## src/hdl/rtty_symbol_framer_core_defines.svh

```systemverilog
// Assertion macros shared by the RTTY symbol framer RTL.
`ifndef RTTY_SYMBOL_FRAMER_CORE_DEFINES_SVH
`define RTTY_SYMBOL_FRAMER_CORE_DEFINES_SVH

// Same-cycle implication, checked on every rising edge outside reset.
`define RSF_ASSERT_IMPL(label, clk, rst_n, ante, cons) \
	label: assert property (@(posedge clk) disable iff (!rst_n) (ante) |-> (cons)) \
		else $error("rsf assertion failed");

// Next-cycle implication, checked on every rising edge outside reset.
`define RSF_ASSERT_NEXT(label, clk, rst_n, ante, cons) \
	label: assert property (@(posedge clk) disable iff (!rst_n) (ante) |=> (cons)) \
		else $error("rsf assertion failed");

`endif

```

## src/hdl/rsf_pkg.sv

```systemverilog
// Package with types and constants of the RTTY symbol framer.
`default_nettype none
package rsf_pkg;

	localparam int MAX_PREAMBLE = 32;
	localparam int QUEUE_DEPTH  = 2;

	localparam logic [7:0] MARK_BYTE  = 8'hFF;
	localparam logic [7:0] SPACE_BYTE = 8'h00;

	localparam logic KIND_MESSAGE = 1'b0;
	localparam logic KIND_CHAR    = 1'b1;

	localparam logic [1:0] CFG_DATA_BITS = 2'd0;
	localparam logic [1:0] CFG_OVERSAMPLE = 2'd1;
	localparam logic [1:0] CFG_PREAMBLE  = 2'd2;

	localparam logic [3:0] DATA_BITS_RESET  = 4'd8;
	localparam logic [1:0] OVERSAMPLE_RESET = 2'd1;
	localparam logic [5:0] PREAMBLE_RESET   = 6'd8;

	typedef enum logic [1:0] {
		ROLE_PREAMBLE = 2'd0,
		ROLE_START    = 2'd1,
		ROLE_DATA     = 2'd2,
		ROLE_STOP     = 2'd3
	} role_t;

	// One classified item: what the back end has to send.
	typedef struct packed {
		logic       kind;
		logic [7:0] chr;
		logic [5:0] sym_count;
		logic       double_rep;
	} desc_t;

endpackage
`default_nettype wire

```

## src/hdl/rsf_front.sv

```systemverilog
// Front end: configuration registers, item intake and classification.
`default_nettype none
module rsf_front #(
	parameter int MAX_PREAMBLE = rsf_pkg::MAX_PREAMBLE
) (
	input  wire logic          clk,
	input  wire logic          arst_n,
	input  wire logic          cfg_write,
	input  wire logic [1:0]    cfg_index,
	input  wire logic [5:0]    cfg_data,
	input  wire logic          in_valid,
	output logic               in_ready,
	input  wire logic          kind,
	input  wire logic [7:0]    char_byte,
	output logic               push_valid,
	input  wire logic          push_ready,
	output rsf_pkg::desc_t     push_desc
);

	logic [3:0] data_bits_q;
	logic [1:0] oversample_q;
	logic [5:0] preamble_q;

	logic           valid_s1;
	rsf_pkg::desc_t desc_s1;

	logic           accept;
	logic [3:0]     nbits;
	logic [5:0]     pre;
	logic           keep;
	rsf_pkg::desc_t desc_new;

	always_ff @(posedge clk or negedge arst_n) begin
		if (!arst_n) begin
			data_bits_q  <= rsf_pkg::DATA_BITS_RESET;
			oversample_q <= rsf_pkg::OVERSAMPLE_RESET;
			preamble_q   <= rsf_pkg::PREAMBLE_RESET;
		end else if (cfg_write) begin
			case (cfg_index)
				rsf_pkg::CFG_DATA_BITS:  data_bits_q  <= cfg_data[3:0];
				rsf_pkg::CFG_OVERSAMPLE: oversample_q <= cfg_data[1:0];
				rsf_pkg::CFG_PREAMBLE:   preamble_q   <= cfg_data;
				default: ;
			endcase
		end
	end

	always_comb begin
		if (data_bits_q < 4'd7) begin
			nbits = 4'd7;
		end else if (data_bits_q > 4'd8) begin
			nbits = 4'd8;
		end else begin
			nbits = data_bits_q;
		end
		pre = (preamble_q > 6'(MAX_PREAMBLE)) ? 6'(MAX_PREAMBLE) : preamble_q;

		desc_new.kind       = kind;
		desc_new.chr        = char_byte;
		desc_new.double_rep = oversample_q[1];
		if (kind == rsf_pkg::KIND_CHAR) begin
			// start, data bits and two stops
			desc_new.sym_count = 6'(nbits) + 6'd3;
			keep = 1'b1;
		end else begin
			desc_new.sym_count = pre;
			keep = (pre != 6'd0);
		end
	end

	assign in_ready   = !valid_s1 || push_ready;
	assign accept     = in_valid && in_ready;
	assign push_valid = valid_s1;
	assign push_desc  = desc_s1;

	always_ff @(posedge clk or negedge arst_n) begin
		if (!arst_n) begin
			valid_s1 <= 1'b0;
		end else if (accept) begin
			valid_s1 <= keep;
		end else if (push_ready) begin
			valid_s1 <= 1'b0;
		end
	end

	always_ff @(posedge clk) begin
		if (accept) begin
			desc_s1 <= desc_new;
		end
	end

endmodule
`default_nettype wire

```

## src/hdl/rsf_queue.sv

```systemverilog
// Short descriptor queue between the front end and the symbol sequencer.
`default_nettype none
`include "rtty_symbol_framer_core_defines.svh"
module rsf_queue #(
	parameter int DEPTH = rsf_pkg::QUEUE_DEPTH
) (
	input  wire logic           clk,
	input  wire logic           arst_n,
	input  wire logic           push_valid,
	output logic                push_ready,
	input  wire rsf_pkg::desc_t push_desc,
	output logic                pop_valid,
	input  wire logic           pop_ready,
	output rsf_pkg::desc_t      pop_desc
);

	localparam int PTR_W = (DEPTH > 1) ? $clog2(DEPTH) : 1;
	localparam int CNT_W = $clog2(DEPTH + 1);

	rsf_pkg::desc_t entries_q [DEPTH];
	logic [PTR_W-1:0] wr_ptr_q;
	logic [PTR_W-1:0] rd_ptr_q;
	logic [CNT_W-1:0] count_q;

	logic push_fire;
	logic pop_fire;

	assign push_ready = (count_q != CNT_W'(DEPTH));
	assign pop_valid  = (count_q != '0);
	assign pop_desc   = entries_q[rd_ptr_q];
	assign push_fire  = push_valid && push_ready;
	assign pop_fire   = pop_valid && pop_ready;

	always_ff @(posedge clk or negedge arst_n) begin
		if (!arst_n) begin
			wr_ptr_q <= '0;
			rd_ptr_q <= '0;
			count_q  <= '0;
		end else begin
			if (push_fire) begin
				wr_ptr_q <= (wr_ptr_q == PTR_W'(DEPTH - 1)) ? '0 : wr_ptr_q + 1'b1;
			end
			if (pop_fire) begin
				rd_ptr_q <= (rd_ptr_q == PTR_W'(DEPTH - 1)) ? '0 : rd_ptr_q + 1'b1;
			end
			if (push_fire && !pop_fire) begin
				count_q <= count_q + 1'b1;
			end else if (pop_fire && !push_fire) begin
				count_q <= count_q - 1'b1;
			end
		end
	end

	always_ff @(posedge clk) begin
		if (push_fire) begin
			entries_q[wr_ptr_q] <= push_desc;
		end
	end

	`RSF_ASSERT_IMPL(a_count_bound, clk, arst_n, 1'b1, count_q <= CNT_W'(DEPTH))
	`RSF_ASSERT_NEXT(a_pop_drains, clk, arst_n, pop_fire && !push_fire, count_q == $past(count_q) - 1'b1)

endmodule
`default_nettype wire

```

## src/hdl/rsf_back.sv

```systemverilog
// Back end: symbol sequencer with its output register.
`default_nettype none
`include "rtty_symbol_framer_core_defines.svh"
module rsf_back (
	input  wire logic           clk,
	input  wire logic           arst_n,
	input  wire logic           q_valid,
	output logic                q_ready,
	input  wire rsf_pkg::desc_t q_desc,
	output logic                out_valid,
	input  wire logic           out_ready,
	output logic [7:0]          symbol_byte,
	output logic [1:0]          symbol_role,
	output logic                last
);

	logic           busy_q;
	rsf_pkg::desc_t desc_q;
	logic [5:0]     sym_q;
	logic           rep_q;

	logic           out_valid_q;
	logic [7:0]     out_byte_q;
	rsf_pkg::role_t out_role_q;
	logic           out_last_q;

	logic           emit;
	logic           final_rep;
	logic           final_sym;
	logic           item_done;
	logic           load;
	logic [2:0]     bit_idx;
	rsf_pkg::role_t role;
	logic [7:0]     sym_byte;

	always_comb begin
		emit      = busy_q && (!out_valid_q || out_ready);
		final_rep = !desc_q.double_rep || rep_q;
		final_sym = (sym_q == desc_q.sym_count - 6'd1);
		item_done = emit && final_rep && final_sym;
		q_ready   = !busy_q || item_done;
		load      = q_valid && q_ready;
		bit_idx   = 3'(sym_q - 6'd1);

		if (desc_q.kind == rsf_pkg::KIND_MESSAGE) begin
			role     = rsf_pkg::ROLE_PREAMBLE;
			sym_byte = rsf_pkg::MARK_BYTE;
		end else if (sym_q == 6'd0) begin
			role     = rsf_pkg::ROLE_START;
			sym_byte = rsf_pkg::SPACE_BYTE;
		end else if (sym_q >= desc_q.sym_count - 6'd2) begin
			role     = rsf_pkg::ROLE_STOP;
			sym_byte = rsf_pkg::MARK_BYTE;
		end else begin
			role     = rsf_pkg::ROLE_DATA;
			sym_byte = desc_q.chr[bit_idx] ? rsf_pkg::MARK_BYTE : rsf_pkg::SPACE_BYTE;
		end
	end

	always_ff @(posedge clk or negedge arst_n) begin
		if (!arst_n) begin
			busy_q <= 1'b0;
			sym_q  <= '0;
			rep_q  <= 1'b0;
		end else if (load) begin
			busy_q <= 1'b1;
			sym_q  <= '0;
			rep_q  <= 1'b0;
		end else if (item_done) begin
			busy_q <= 1'b0;
		end else if (emit) begin
			if (final_rep) begin
				rep_q <= 1'b0;
				sym_q <= sym_q + 6'd1;
			end else begin
				rep_q <= 1'b1;
			end
		end
	end

	always_ff @(posedge clk) begin
		if (load) begin
			desc_q <= q_desc;
		end
	end

	always_ff @(posedge clk or negedge arst_n) begin
		if (!arst_n) begin
			out_valid_q <= 1'b0;
		end else if (emit) begin
			out_valid_q <= 1'b1;
		end else if (out_ready) begin
			out_valid_q <= 1'b0;
		end
	end

	always_ff @(posedge clk) begin
		if (emit) begin
			out_byte_q <= sym_byte;
			out_role_q <= role;
			out_last_q <= final_rep && final_sym;
		end
	end

	assign out_valid   = out_valid_q;
	assign symbol_byte = out_byte_q;
	assign symbol_role = out_role_q;
	assign last        = out_last_q;

	`RSF_ASSERT_IMPL(a_sym_in_range, clk, arst_n, busy_q, sym_q < desc_q.sym_count)
	`RSF_ASSERT_IMPL(a_start_is_space, clk, arst_n, out_valid_q && (out_role_q == rsf_pkg::ROLE_START), out_byte_q == rsf_pkg::SPACE_BYTE)

endmodule
`default_nettype wire

```

## src/hdl/rtty_symbol_framer_core.sv

```systemverilog
// Top level of the RTTY symbol framer: front end, descriptor queue, sequencer.
//
// Channel   Direction  Handshake             Payload
// cfg       in         cfg_write             cfg_index, cfg_data
// in        in         in_valid / in_ready   kind, char_byte
// out       out        out_valid / out_ready symbol_byte, symbol_role, last
//
// A character transaction yields (data_bits + 3) output transactions, a
// begin-message one preamble_symbols, with data_bits held to 7..8, the
// preamble to MAX_PREAMBLE, both doubled if oversample bit 1 is set: at most
// 22 per character. The sequencer emits one symbol byte per cycle unless
// the output stalls and loads the next descriptor in the cycle of the last
// byte. An accepted item passes the front-end register, queue and descriptor
// register to the output register. Input is taken while the queue has room,
// even if the output stalls. Reset clears all control state at once.
`default_nettype none
module rtty_symbol_framer_core #(
	parameter int MAX_PREAMBLE = rsf_pkg::MAX_PREAMBLE,
	parameter int QUEUE_DEPTH  = rsf_pkg::QUEUE_DEPTH
) (
	input  wire logic       clk,
	input  wire logic       arst_n,
	input  wire logic       cfg_write,
	input  wire logic [1:0] cfg_index,
	input  wire logic [5:0] cfg_data,
	input  wire logic       in_valid,
	output logic            in_ready,
	input  wire logic       kind,
	input  wire logic [7:0] char_byte,
	output logic            out_valid,
	input  wire logic       out_ready,
	output logic [7:0]      symbol_byte,
	output logic [1:0]      symbol_role,
	output logic            last
);

	// Descriptor handoff from the front end into the queue.
	logic           push_valid;
	logic           push_ready;
	rsf_pkg::desc_t push_desc;

	// Descriptor handoff from the queue into the sequencer.
	logic           pop_valid;
	logic           pop_ready;
	rsf_pkg::desc_t pop_desc;

	// The front end holds the configuration registers and turns each
	// transaction into a descriptor: symbol count, repeat flag and character.
	// Begin-message transactions with an empty preamble are dropped here.
	rsf_front #(
		.MAX_PREAMBLE(MAX_PREAMBLE)
	) u_front (
		.clk        (clk),
		.arst_n     (arst_n),
		.cfg_write  (cfg_write),
		.cfg_index  (cfg_index),
		.cfg_data   (cfg_data),
		.in_valid   (in_valid),
		.in_ready   (in_ready),
		.kind       (kind),
		.char_byte  (char_byte),
		.push_valid (push_valid),
		.push_ready (push_ready),
		.push_desc  (push_desc)
	);

	// The queue lets the front end run ahead while the output is stalled.
	rsf_queue #(
		.DEPTH(QUEUE_DEPTH)
	) u_queue (
		.clk        (clk),
		.arst_n     (arst_n),
		.push_valid (push_valid),
		.push_ready (push_ready),
		.push_desc  (push_desc),
		.pop_valid  (pop_valid),
		.pop_ready  (pop_ready),
		.pop_desc   (pop_desc)
	);

	// The sequencer walks the symbols of one descriptor, repeating each one
	// when bit 1 of oversample is set, and flags the final byte of the transaction.
	rsf_back u_back (
		.clk         (clk),
		.arst_n      (arst_n),
		.q_valid     (pop_valid),
		.q_ready     (pop_ready),
		.q_desc      (pop_desc),
		.out_valid   (out_valid),
		.out_ready   (out_ready),
		.symbol_byte (symbol_byte),
		.symbol_role (symbol_role),
		.last        (last)
	);

endmodule
`default_nettype wire
```

## config.mk

```make
export PLATFORM = sky130hd
export DESIGN_NAME = rtty_symbol_framer_core
export DESIGN_NICKNAME = d
export VERILOG_FILES = /design/src/hdl/rsf_pkg.sv /design/src/hdl/rsf_front.sv /design/src/hdl/rsf_queue.sv /design/src/hdl/rsf_back.sv /design/src/hdl/rtty_symbol_framer_core.sv
export VERILOG_INCLUDE_DIRS = /design/src /design/src/hdl
export SDC_FILE = /design/constraint.sdc
export NUM_CORES = 1
export LEC_CHECK = 0
export ABC_AREA = 1
export BUFFER_PORTS_ARGS = -buffer_cell sky130_fd_sc_hd__clkbuf_2
export CAP_MARGIN = 20
export CELL_PAD_IN_SITES_DETAIL_PLACEMENT = 1
export CELL_PAD_IN_SITES_GLOBAL_PLACEMENT = 2
export CORE_MARGIN = 10
export CORE_UTILIZATION = 41
export CTS_CLUSTER_SIZE = 20
export DETAILED_ROUTE_END_ITERATION = 10
export GPL_TIMING_DRIVEN = 0
export PLACE_DENSITY = 0.9
export SYNTH_ARGS = -nofsm -noshare
export SYNTH_HDL_FRONTEND = slang
export SYNTH_SLANG_ARGS = --single-unit
```

## constraint.sdc

```tcl
create_clock -name clk -period 5.5 [get_ports clk]
set_input_delay 0.55 -clock clk [delete_from_list [all_inputs] [get_ports clk]]
set_output_delay 0.55 -clock clk [all_outputs]
set_load 0.05 [all_outputs]
```

Word level (Yosys, flattened, before mapping)
Memories as Yosys holds them, arrays and structs flattened. A register that Yosys moved wholly into a read port is not among the register bits.
Index checks and enable logic that the tools add are counted.
{"block": "op_classes", "n_bitwise": 1, "n_reduce_logical": 35, "n_addsub": 9, "n_mux": 32, "magnitude_cmp": 5, "n_eq_ne": 5}
{"cell": "2-to-1 mux 6 bit", "n": 6}
{"cell": "2-to-1 mux 8 bit", "n": 3}
{"cell": "2-to-1 mux 1 bit", "n": 18}
{"cell": "nonzero test 2 bit", "n": 7}
{"cell": "logical AND 1 bit", "n": 9}
{"cell": "2-to-1 mux 4 bit", "n": 2}
{"cell": "AND reduction 2 bit", "n": 4}
{"cell": "adder 6 x 1 -> 6 bit, second input constant", "n": 1}
{"cell": "== test 6 bit", "n": 1}
{"cell": ">= comparator 6 bit", "n": 1}
{"cell": "> comparator 6 bit, second input constant", "n": 1}
{"cell": "zero test 1 bit", "n": 6}
{"cell": "zero test 6 bit", "n": 1}
{"cell": "nonzero test 6 bit", "n": 1}
{"cell": "subtractor 6 x 1 -> 6 bit, second input constant", "n": 1}
{"cell": "subtractor 6 x 2 -> 6 bit, second input constant", "n": 1}
{"cell": "adder 4 x 2 -> 5 bit, second input constant", "n": 1}
{"cell": "> comparator 4 bit, second input constant", "n": 1}
{"cell": "logical OR 1 bit", "n": 4}
{"cell": "< comparator 3 x 4 -> 1 bit, second input constant", "n": 1}
{"cell": "< comparator 4 x 3 -> 1 bit, second input constant", "n": 1}
{"cell": "2-to-1 mux 2 bit", "n": 2}
{"cell": "inequality test 2 bit, second input constant", "n": 2}
{"cell": "binary-select mux 1 bit (select 3 bit)", "n": 1}
{"cell": "other kinds (10)", "n": 11}
{"block": "word_totals", "mem_bits_rw": 32, "register_bits": 53, "out_inout_bits": 13, "n_memories": 1, "in_bits": 22, "elab_cells": 107}
{"memory": "u_queue.entries_q", "depth": 2, "width": 16, "read_ports": 1, "rd_clocked_by_memory_dff": 1, "write_ports": 1, "line": "rsf_queue.sv:20", "source": "rsf_pkg::desc_t entries_q [DEPTH];"}

Logic depth before layout (Yosys ltp)
{"block": "depth", "depth_word": 10, "mapped_depth": 15, "depth_no_buf": 15}

Hierarchy
A second synthesis with hierarchy kept.
{"block": "hier_totals", "hier_cells": 390, "hier_area_um2": 4185.3}
{"mod": "rsf_back", "cells_per_inst": 189, "area_per_inst_um2": 1702.9, "instances": 1, "seq_area_each_um2": 825.8}
{"mod": "rsf_queue", "cells_per_inst": 112, "area_per_inst_um2": 1443.9, "instances": 1, "seq_area_each_um2": 1061.0}
{"mod": "rsf_front", "cells_per_inst": 89, "area_per_inst_um2": 1038.5, "instances": 1, "seq_area_each_um2": 708.2}

Worst setup path after synthesis
Ideal clock, no wire load.
{"block": "synth_timing", "path_kind": "register to register", "startpoint": "register u_back.sym_q[0]", "endpoint": "register u_queue.count_q[1]", "required_ps": 5369, "synth_period_minus_slack_ps": 2377, "path_buffers": 0, "path_stages_with_launch": 15, "slack_ps": 3123, "t_arrival_ps": 2246, "setup_ps": 131, "cell_sequence": "dfrtp_1 -> inv_1 -> ha_1 -> inv_1 -> nand2_2 -> nor2_2 -> nand3_2 -> nor2_4 -> nand3_4 -> o21ai_4 -> nand2_4 -> ha_1 -> a21oi_1 -> o21ai_0 -> xor2_1"}
{"block": "synth_between", "elab_chain_cells": 7, "elab_cells_between_ends": 9, "cone_classes": "1 x eq/ne; 1 x mux; 7 x reduce/logical"}
{"element": "from (decl)", "line": "rsf_back.sv:19", "source": "logic [5:0] sym_q;"}
{"element": "from (signal assigned)", "line": "rsf_back.sv:74", "source": "sym_q <= sym_q + 6'd1;"}
{"element": "== test 6 bit *", "line": "rsf_back.sv:39", "source": "final_sym = (sym_q == desc_q.sym_count - 6'd1);"}
{"element": "logical AND 1 bit *", "line": "rsf_back.sv:40", "source": "item_done = emit && final_rep && final_sym;"}
{"element": "logical OR 1 bit *", "line": "rsf_back.sv:41", "source": "q_ready = !busy_q || item_done;"}
{"element": "logical AND 1 bit *", "line": "rsf_queue.sv:32", "source": "assign pop_fire = pop_valid && pop_ready;"}
{"element": "zero test 1 bit", "line": "rsf_queue.sv:46", "source": "if (push_fire && !pop_fire) begin"}
{"element": "logical AND 1 bit", "line": "rsf_queue.sv:46"}
{"element": "2-to-1 mux 2 bit or nonzero test 2 bit (tied branches)"}
{"element": "to (signal assigned)", "line": "rsf_queue.sv:47", "source": "count_q <= count_q + 1'b1;"}
{"element": "to (signal assigned)", "line": "rsf_queue.sv:49", "source": "count_q <= count_q - 1'b1;"}
{"element": "to (decl)", "line": "rsf_queue.sv:23", "source": "logic [CNT_W-1:0] count_q;"}
Mark *: on every way between the ends. The rest lies on a longest branch, timed or not.
A chain may end at the register's enable or synchronous reset.

Worst setup path after layout
Ends and elaborated chain as after synthesis.

==> impl_metrics.toml <==
[layout]
antenna-diode-count = 0
filler_cell_count = 1149
layout-area-overhead-vs-synth_pct = 13.2
commonest_cells_after_routing_fill_and_taps_aside = "119 x sky130_fd_sc_hd__nand2_1, 68 x sky130_fd_sc_hd__edfxtp_1, 40 x sky130_fd_sc_hd__inv_1"
finalNetCount = 478
layout_commonest_cell = "sky130_fd_sc_hd__nand2_1"
area.sequential_sq_um = 2590
drive_gt1_share_pct = 19.6
total_area_of_multi_input_combinational_cells_sq_um = 1280

[sta]
rsz0062_at_grt = "no"
relSlewSlack_pct = 42.3
skew_ns = 0.0176
timing.final.max_slew_violations = 0
fmaxAchievable_ghz = 0.370
tns_ns = 0
final.hold.worst_slack_ns = 0.185
hold_viol_final = 0
fin_crit_sh_pct = 49.2
tightestPinTransition_ns = 0.862
period_needed_ns = 2.71
report.final.setup_viol = 0

[clocking]
holdBufCountCts = 0
cts_max_path_buffers = 2
clock_insertion_delay_worst_skew_ns = 0.35
ctsHtreeMaxLevel = 3
numCtsBuffers = 9
cts.sinks = 90
post_cts_buffers = 0
tritoncts_clock_tree = "done"
cts.clk_slew.worst_paths_ns = 0.09
cts_root_buffer = "sky130_fd_sc_hd__clkbuf_8"
ctsResizeCount = 0

[global_routing]
grt_util_met3_pct = 2.61
grt_antenna_before_repair = 0
grtUsageMet2_pct = 22.4
grt_pass1_vias = 3035
global_route.usage.met1_pct = 13.8
grt_max_degree = 23
global_route.overflow_total = 0
grt_usage_pct = 12.3
grt_first_pass_wirelength_mm = 14.5
grt-busiest-layer = "met2"

[route]
detail_route.vias_per_cell = 4.70
finalWirelength_mm = 8.36
post_drt_wl_per_cell_um = 14.4
dr.first_iter.drc_count = 88
dr_total_vias = 2732
postRouteAntennaNets = 0
post-route-drc-count = 0
detailedRoute.firstPassIterationCount = 4

[synthesis]
yosys_register_bits = 90
mappedNetlistArea_sq_um = 4150
synth.avg_cell_area_sq_um = 10.5
ys_types = 37
synth-seq-area-share_pct = 62.6
synth.yosys.warnings = 0
async_flop_share_pct = 24.4
syn-instance-count = 396
synth-main-ff-cell = "sky130_fd_sc_hd__edfxtp_1"
number_of_enable_type_register_cells_in_the_synthesized_netlist = 68
postSynthNetCount = 431

[outcome]
outcome = "completed"

[run]
total_of_max_cap_violations = 0

[critical_path]
critical_path_arrival_ns = 2.94
timing.critical_path.fanout_max = 8
reg2regPathDepth = 14
setup.worst_path.class = "flop to flop"
worstPathRequired_ns = 5.73
critPathLaunchType = "flop"
worst_setup_path_end_kind = "flop"

[min_path]
hold_path_class = "input pin to async pin"

[place]
global_placement_routability_congestion = 0.784
portBuffers = 34
place_hpwl_mm = 6.72

[floorplan]
die_area_sq_um = 14500
dieWidth_um = 121
pin_count = 35
dieHeight_um = 121
placeable_core_area_sq_um = 9820
placementRows = 36
start_util_pct = 42.2

[power_and_ir_drop]
comb_power_share_pct = 34.2
p_switching_mw = 0.874
power.share.switching_pct = 38.9
p_clk_share_pct = 19.1
leakage_nw = 2.09
share_seq_of_total_power_pct = 46.7
power_report.internal_total_mw = 1.37
vdd_drop_max_v = 0.000176
power_per_cell_area_nw_per_um2 = 479
## power by group through the flow
stage          Combinational, mW  Sequential (mW)  Clock, mW
2_1_floorplan              0.567             1.05          0
3_3_place_gp               0.724             1.05          0
3_5_place_dp               0.782             1.07          0
4_1_cts                    0.784             1.05      0.447
5_1_grt                    0.884             1.07      0.471
6_report                   0.769             1.05      0.428
## cell type report
| type | instances | area share (%) |
|---|---|---|
| inverters | 47 | 3.87 |
| clock buffers | 9 | 2.64 |
| repair buffers | 36 | 3.95 |
| multi-input cells | 244 | 27.4 |
| clock inverters | 7 | 1.52 |
| plain buffers | 15 | 1.81 |
| well taps | 133 | 3.55 |
| flip-flops and latches | 90 | 55.3 |
## kinds of logic after synthesis
logic type | share of synthesized area (%)
compound gates | 3.86
buf+inv | 6.43
xor+xnor | 1.27
mux | 0.241
simple gates | 21.7
fa+ha+maj | 3.92
flops | 62.6
## layer usage
layer | up-vias | share of wire [%]
li1 | 1390 | -
met1 | 1287 | 42
met2 | 45 | 53
met3 | 10 | 3.5
met4 | 0 | 1.5
met5 | - | 0
## state kept, by name, summed over array words and instances (netlist names)
signal / count
u_back.sym_q: 6
u_back.last: 1
u_back.symbol_role: 2
u_back.desc_q: 16
u_front.oversample_q: 1
u_queue.entries_q: 32
u_queue.wr_ptr_q: 1
u_queue.count_q: 2
u_front.data_bits_q: 1
u_front.push_valid: 1
u_queue.rd_ptr_q: 1
u_back.busy_q: 1
u_back.rep_q: 1
u_back.symbol_byte: 1
u_front.push_desc: 16
u_back.out_valid: 1
u_front.preamble_q: 6
## cell usage after synthesis (2+ instances only)
library cell / instances / area (sq um)
sky130_fd_sc_hd__nand4_1: 7 / 43.8
sky130_fd_sc_hd__nor4_1: 2 / 12.5
sky130_fd_sc_hd__clkbuf_1: 5 / 18.8
sky130_fd_sc_hd__edfxtp_1: 68 / 2040
sky130_fd_sc_hd__xnor2_1: 2 / 17.5
sky130_fd_sc_hd__o21ai_0: 12 / 60.1
sky130_fd_sc_hd__inv_2: 5 / 18.8
sky130_fd_sc_hd__nand2_1: 119 / 447
sky130_fd_sc_hd__nand2_4: 2 / 22.5
sky130_fd_sc_hd__buf_2: 2 / 10.0
sky130_fd_sc_hd__xor2_1: 4 / 35.0
sky130_fd_sc_hd__o21ai_1: 3 / 15.0
sky130_fd_sc_hd__dfrtp_1: 20 / 500
sky130_fd_sc_hd__nand3_2: 3 / 30.0
sky130_fd_sc_hd__nor2_2: 5 / 31.3
sky130_fd_sc_hd__nor2_4: 3 / 33.8
sky130_fd_sc_hd__dfstp_2: 2 / 52.6
sky130_fd_sc_hd__nand2_2: 2 / 12.5
sky130_fd_sc_hd__ha_1: 13 / 163
sky130_fd_sc_hd__a21oi_1: 9 / 45.0
sky130_fd_sc_hd__nor3_1: 3 / 15.0
sky130_fd_sc_hd__nor2_1: 27 / 101
sky130_fd_sc_hd__inv_1: 40 / 150
sky130_fd_sc_hd__nand3_1: 19 / 95.1
sky130_fd_sc_hd__buf_4: 7 / 52.6
## path summary, 6_finish.rpt
kind | startpoint | to | slack, ns
worst min-delay path | arst_n | u_front.oversample_q[1]$_DFFE_PN0P_ | 0.18
worst max-delay path | u_back.sym_q[0]$_DFFE_PN0P_ | u_queue.count_q[1]$_DFFE_PN0P_ | 2.80
worst min register to register | u_front.push_desc[14]$_DFFE_PP_ | u_queue.entries_q[1][14]$_DFFE_PP_ | 0.45
max in group asynchronous | arst_n | u_back.sym_q[4]$_DFFE_PN0P_ | 4.91
min in group clk | char_byte[5] | u_front.push_desc[12]$_DFFE_PP_ | 0.36
worst max register to register | u_back.sym_q[0]$_DFFE_PN0P_ | u_queue.count_q[1]$_DFFE_PN0P_ | 2.80
## stage by stage
stage / instance area [sq um] / cells / util, % / worst slack [ns] / total power, mW
after global placement: 4480 / 563 / 45.6 / 2.82 / 1.78
after CTS: 4690 / 581 / 47.8 / 2.76 / 2.28
after detailed placement: 4500 / 565 / 45.8 / 2.77 / 1.85
final: 4690 / 581 / 47.8 / 2.80 / 2.25
after global routing: 4690 / 581 / 47.8 / 2.49 / 2.43
after floorplan: 4150 / 396 / - / 3.12 / 1.62
## worst max-delay path: stages (launching register included)
cell	delay, ns
sky130_fd_sc_hd__dfrtp_1	0.47
sky130_fd_sc_hd__inv_1	0.19
sky130_fd_sc_hd__ha_1	0.32
sky130_fd_sc_hd__inv_1	0.09
sky130_fd_sc_hd__nand2_2	0.08
sky130_fd_sc_hd__nor2_2	0.11
sky130_fd_sc_hd__nand3_2	0.10
sky130_fd_sc_hd__nor2_4	0.11
sky130_fd_sc_hd__nand3_4	0.11
sky130_fd_sc_hd__o21ai_4	0.19
sky130_fd_sc_hd__nand2_4	0.12
sky130_fd_sc_hd__ha_1	0.32
sky130_fd_sc_hd__a21oi_1	0.12
sky130_fd_sc_hd__o21ai_0	0.11
sky130_fd_sc_hd__xor2_1	0.15
Power figures use the tool's default switching activity.
